## src/rtl/swpc_pkg.sv

```systemverilog
package swpc_pkg;

	localparam int MAX_FRAME_SYMBOLS = 65536;
	localparam int CNT_W = $clog2(MAX_FRAME_SYMBOLS + 1);
	localparam int WIN_W = 64;
	localparam int SCORE_W = 7;
	localparam int OFF_W = 16;
	localparam int NPAT = 8;
	localparam int PAT_W = $clog2(NPAT);
	localparam int LIMIT_W = 7;
	localparam int Q_DEPTH = 4;
	localparam int Q_PTR_W = $clog2(Q_DEPTH);
	localparam int Q_CNT_W = $clog2(Q_DEPTH + 1);

	localparam logic [63:0] SYNC_WORD_RESET = 64'hFCA2B63DB00D9794;
	localparam logic [LIMIT_W-1:0] LIMIT_RESET = 7'd55;
	localparam logic [63:0] PAIR_LO = 64'h5555555555555555;
	localparam logic [63:0] PAIR_HI = 64'hAAAAAAAAAAAAAAAA;

	localparam logic REG_SYNC_WORD = 1'b0;
	localparam logic REG_DETECT_LIMIT = 1'b1;

	typedef struct packed {
		logic sym_bit;
		logic last;
	} swpc_item_t;

	function automatic logic [63:0] pair_swap(input logic [63:0] w);
		return ((w & PAIR_LO) << 1) | ((w & PAIR_HI) >> 1);
	endfunction

	function automatic logic [63:0] phase_rotate(input logic [63:0] w, input logic [1:0] q);
		logic [63:0] r;
		r = w;
		if (q[0]) begin
			r = ((~r & PAIR_LO) << 1) | ((r & PAIR_HI) >> 1);
		end
		if (q[1]) begin
			r = ~r;
		end
		return r;
	endfunction

	function automatic logic [63:0] pattern_of(input logic [63:0] sw, input logic [PAT_W-1:0] k);
		logic [63:0] base;
		base = k[2] ? pair_swap(sw) : sw;
		return phase_rotate(base, k[1:0]);
	endfunction

	function automatic logic [SCORE_W-1:0] ones64(input logic [63:0] w);
		logic [SCORE_W-1:0] c;
		c = '0;
		for (int i = 0; i < 64; i++) begin
			c = c + SCORE_W'(w[i]);
		end
		return c;
	endfunction

endpackage

```

## src/rtl/swpc_queue.sv

```systemverilog
module swpc_queue (
	input  logic                  clk,
	input  logic                  arst_n,
	input  logic                  push_valid,
	output logic                  push_ready,
	input  swpc_pkg::swpc_item_t  push_item,
	output logic                  pop_valid,
	input  logic                  pop_ready,
	output swpc_pkg::swpc_item_t  pop_item
);
	import swpc_pkg::*;

	swpc_item_t           mem_q [Q_DEPTH];
	logic [Q_PTR_W-1:0]   wr_ptr_q;
	logic [Q_PTR_W-1:0]   rd_ptr_q;
	logic [Q_CNT_W-1:0]   count_q;
	logic                 do_push;
	logic                 do_pop;

	assign push_ready = (count_q != Q_CNT_W'(Q_DEPTH));
	assign pop_valid  = (count_q != '0);
	assign pop_item   = mem_q[rd_ptr_q];
	assign do_push    = push_valid && push_ready;
	assign do_pop     = pop_valid && pop_ready;

	always_ff @(posedge clk or negedge arst_n) begin
		if (!arst_n) begin
			wr_ptr_q <= '0;
			rd_ptr_q <= '0;
			count_q  <= '0;
		end else begin
			if (do_push) begin
				wr_ptr_q <= wr_ptr_q + 1'b1;
			end
			if (do_pop) begin
				rd_ptr_q <= rd_ptr_q + 1'b1;
			end
			if (do_push && !do_pop) begin
				count_q <= count_q + 1'b1;
			end else if (do_pop && !do_push) begin
				count_q <= count_q - 1'b1;
			end
		end
	end

	always_ff @(posedge clk) begin
		if (do_push) begin
			mem_q[wr_ptr_q] <= push_item;
		end
	end

	a_count_bound: assert property (@(posedge clk) disable iff (!arst_n)
		count_q <= Q_CNT_W'(Q_DEPTH))
		else $error("queue count beyond depth");

	a_ptr_gap: assert property (@(posedge clk) disable iff (!arst_n)
		(count_q != Q_CNT_W'(Q_DEPTH)) |-> (Q_PTR_W'(wr_ptr_q - rd_ptr_q) == Q_PTR_W'(count_q)))
		else $error("queue pointers disagree with count");

	a_count_step: assert property (@(posedge clk) disable iff (!arst_n)
		(do_push && !do_pop) |=> (count_q == $past(count_q) + 1'b1))
		else $error("queue count lost a request");

endmodule

```

## config.mk

```make
export PLATFORM = sky130hd
export DESIGN_NAME = swpc_queue
export DESIGN_NICKNAME = d
export VERILOG_FILES = /design/src/rtl/swpc_pkg.sv /design/src/rtl/swpc_queue.sv
export SDC_FILE = /design/constraint.sdc
export NUM_CORES = 1
export LEC_CHECK = 0
export BUFFER_PORTS_ARGS = -buffer_cell sky130_fd_sc_hd__buf_2
export CORE_UTILIZATION = 29
export CTS_BUF_LIST = sky130_fd_sc_hd__clkbuf_16
export CTS_CLUSTER_DIAMETER = 40
export DETAILED_ROUTE_END_ITERATION = 7
export GPL_ROUTABILITY_DRIVEN = 0
export PLACE_DENSITY_LB_ADDON = 0.1
export SETUP_SLACK_MARGIN = 0.3
export SLEW_MARGIN = 10
export SYNTH_ARGS = -nofsm -noshare
export SYNTH_HDL_FRONTEND = slang
export SYNTH_SLANG_ARGS = --single-unit
```

## constraint.sdc

```tcl
create_clock -name clk -period 5 [get_ports clk]
set_input_delay 0 -clock clk [delete_from_list [all_inputs] [get_ports clk]]
set_output_delay 0 -clock clk [all_outputs]
set_load 0.02 [all_outputs]
```

==> impl_metrics.env <==
export IMPL_status="finished, final reports clean"
export IMPL_drive_gt1_share_pct=34.43
export IMPL_routedWlPerCell_um=12.02
export IMPL_cts_max_level=1
export IMPL_setup_violations_final=0
export IMPL_internal_power_mw=0.3818
export IMPL_dr_pass1_iters=4
export IMPL_ys_seq_area_share_pct=57.74
export IMPL_clkTransAtPathRegs_ps=50
export IMPL_drv_cap=0
export IMPL_multi_input_area_um2=292.8
export IMPL_core_um2=2276
export IMPL_max_clock_path_buffers=2
export IMPL_std_cell_rows=17
export IMPL_synthMostInstantiatedCell="edfxtp_1"
export IMPL_fin_crit_sh_pct=41.43
export IMPL_critical_path_endpoint_type="register"
export IMPL_netlist_instances=45
export IMPL_use_met2_pct=15.37
export IMPL_syn_nets=57
export IMPL_cts_tree="done"
export IMPL_fmax_mhz=482.8
export IMPL_p_leak_nw=0.3764
export IMPL_top_usage_layer="met2"
export IMPL_synth_top_area_share_pct=33.39
export IMPL_synthFlopType="edfxtp_1"
export IMPL_synth_top_area_cell="edfxtp_1"
export IMPL_preCtsSetupSlack_ps=2936
export IMPL_post_synth_cell_area_avg_um2=15.99
export IMPL_io_pins=10
export IMPL_diodes=0
export IMPL_relSlewSlack_pct=84.74
export IMPL_grt_max_degree=10
export IMPL_fin_setup_tns_ps=0
export IMPL_pwr_share_comb_pct=34.2
export IMPL_netlist_top_cells_count="edfxtp_1 (8), dfrtp_1 (7), ha_1 (5)"
export IMPL_grt_overflow=0
export IMPL_grt_pass1_vias=380
export IMPL_holdWs_ps=27.91
export IMPL_ys_types=18
export IMPL_grt_pass1_wl_um=1759
export IMPL_rsz0062_at_grt="false"
export IMPL_root_buffer="clkbuf_16"
export IMPL_netSwitchingPower_mw=0.1840
export IMPL_fp_dieH_um=51.81
export IMPL_numCtsBuffers=3
export IMPL_fill_cells=205
export IMPL_arrival_ps=2230
export IMPL_worstSetupStartpointType="register"
export IMPL_synth_edff_count=8
export IMPL_initial_utilization_pct=31.61
export IMPL_cts_sinks=15
export IMPL_avgViaCountPerCell=4.067
export IMPL_finalWirelength_um=1070
export IMPL_p_total_mw=0.5658
export IMPL_pwr_density_cell_nw_per_um2=622.1
export IMPL_grt_use_total_pct=9.907
export IMPL_tightest_slew_ps=228.3
export IMPL_cts_setup_buffers=0
export IMPL_seq_power_share_pct=38.9
export IMPL_ff_latch_area_um2=415.4
export IMPL_ant_nets=0
export IMPL_swShare_pct=32.52
export IMPL_crit_required_ps=5160
export IMPL_clk_insertion_delay_late_ps=240
export IMPL_fin_skew_ps=2.087
export IMPL_vias=362
export IMPL_grtUsageMet1_pct=11.92
export IMPL_use_met3_pct=2.632
export IMPL_irDropWorstVdd_v=0.0002418
export IMPL_yosysWarningCount=0
export IMPL_die_area_um2=2684
export IMPL_die_width_um=51.81
export IMPL_ys_ff_latch=15
export IMPL_nets=74
export IMPL_antenna_found_initial=0
export IMPL_async_flop_share_pct=46.67
export IMPL_hp_class="input port to register"
export IMPL_drt_iter0_drc=3
export IMPL_setup_slack_ps=2929
export IMPL_finalCriticalPeriod_ps=2071
export IMPL_synthTopCellsByArea="edfxtp_1 (33%), dfrtp_1 (24%), ha_1 (8.7%)"
export IMPL_drv_slew=0
export IMPL_port_buffers=9
export IMPL_clkPwrFrac_pct=26.9
export IMPL_hold_viol_final=0
export IMPL_cp_max_fo=4
export IMPL_syn_area_um2=719.4
export IMPL_area_growth_pct=26.43
export IMPL_drc=0
export IMPL_path_class="register to register"
export IMPL_dp_hpwl_um=830.2
## sequential cells by signal, indices dropped and copies added (netlist names)
signal,cells
count_q,3
mem_q,8
wr_ptr_q,2
rd_ptr_q,2
## worst paths after layout
kind | depth (start not counted) | endpoint | startpoint | slack [ps]
worst min register to register | 1 | rd_ptr_q[1]$_DFFE_PN0P_ | rd_ptr_q[1]$_DFFE_PN0P_ | 520
min in group asynchronous | 2 | rd_ptr_q[0]$_DFFE_PN0P_ | arst_n | 130
worst min-delay path | 3 | rd_ptr_q[0]$_DFFE_PN0P_ | pop_ready | 30
worst max-delay path | 8 | count_q[2]$_DFFE_PN0P_ | count_q[0]$_DFFE_PN0P_ | 2930
worst max register to register | 8 | count_q[2]$_DFFE_PN0P_ | count_q[0]$_DFFE_PN0P_ | 2930
max in group asynchronous | 2 | wr_ptr_q[1]$_DFFE_PN0P_ | arst_n | 4710
## worst max-delay path, stage by stage (launching register included)
cell	delay, ps
dfrtp_1	440
or3_4	440
nand2_4	90
ha_1	170
inv_1	60
fa_1	370
xor2_1	160
nor2_1	120
xor2_1	160
## what timing repair did
action	4_1_cts	5_1_grt
resized for setup	0	0
hold endpoints to repair	15	0
hold buffers	3	0
## cells by family after synthesis
kind of cell	synth area share (%)
AO/OA/AOI/OAI	2.609
multiplexers	9.391
AND/OR/NAND/NOR	9.912
flip-flops	57.74
buffers and inverters	1.565
XOR/XNOR	7.304
adder cells (fa/ha/maj)	11.48
## metrics by stage
stage               utilization (%)  area [um^2]  std cells
CTS                           39.97        909.6         89
floorplan                         -        719.4         45
global route                  39.97        909.6         89
detailed placement            35.13        799.5         82
global placement              35.13        799.5         82
finish                        39.97        909.6         89
## placed cells by master (no fill, tap or decap)
cell	Yosys	routed
nand3_2	1	1
clkinv_2	0	1
nand2_4	1	1
fa_1	1	1
edfxtp_1	8	8
a21boi_4	1	1
dlygate4sd3_1	0	3
ha_1	5	5
or3_4	1	1
dfrtp_1	7	7
nor2_1	1	1
nor2_2	1	1
inv_1	3	3
nand2_1	1	1
xnor2_1	4	4
and2_1	4	4
mux2_2	1	1
buf_2	0	9
xor2_1	2	2
clkbuf_16	0	3
mux2_1	1	1
mux4_2	2	2
## layout make-up
type	count	share of cell area, %
Clock inverter	1	0.5502
Timing Repair Buffer	12	8.253
Sequential cell	15	45.67
Multi-Input combinational cell	27	32.19
Clock buffer	3	8.253
Tap cell	28	3.851
Inverter	3	1.238
## power by group through the flow
stage | Combinational [mW] | Clock (mW) | Sequential (mW)
after floorplan | 0.154 | 0 | 0.214
after global placement | 0.195 | 0 | 0.224
after detailed placement | 0.193 | 0 | 0.224
after CTS | 0.197 | 0.157 | 0.221
after global routing | 0.217 | 0.163 | 0.227
final | 0.194 | 0.152 | 0.220
## per-layer routing
layer  wire length [um]  vias to the layer above  share of wire (%)
met5                  0                        -                  0
met4                  0                        0                  0
met3                 26                        0                2.4
met2                528                        5                 49
met1                514                      168                 48
li1                   -                      189                  -
Note: power is estimated with default switching activity, not from simulation.
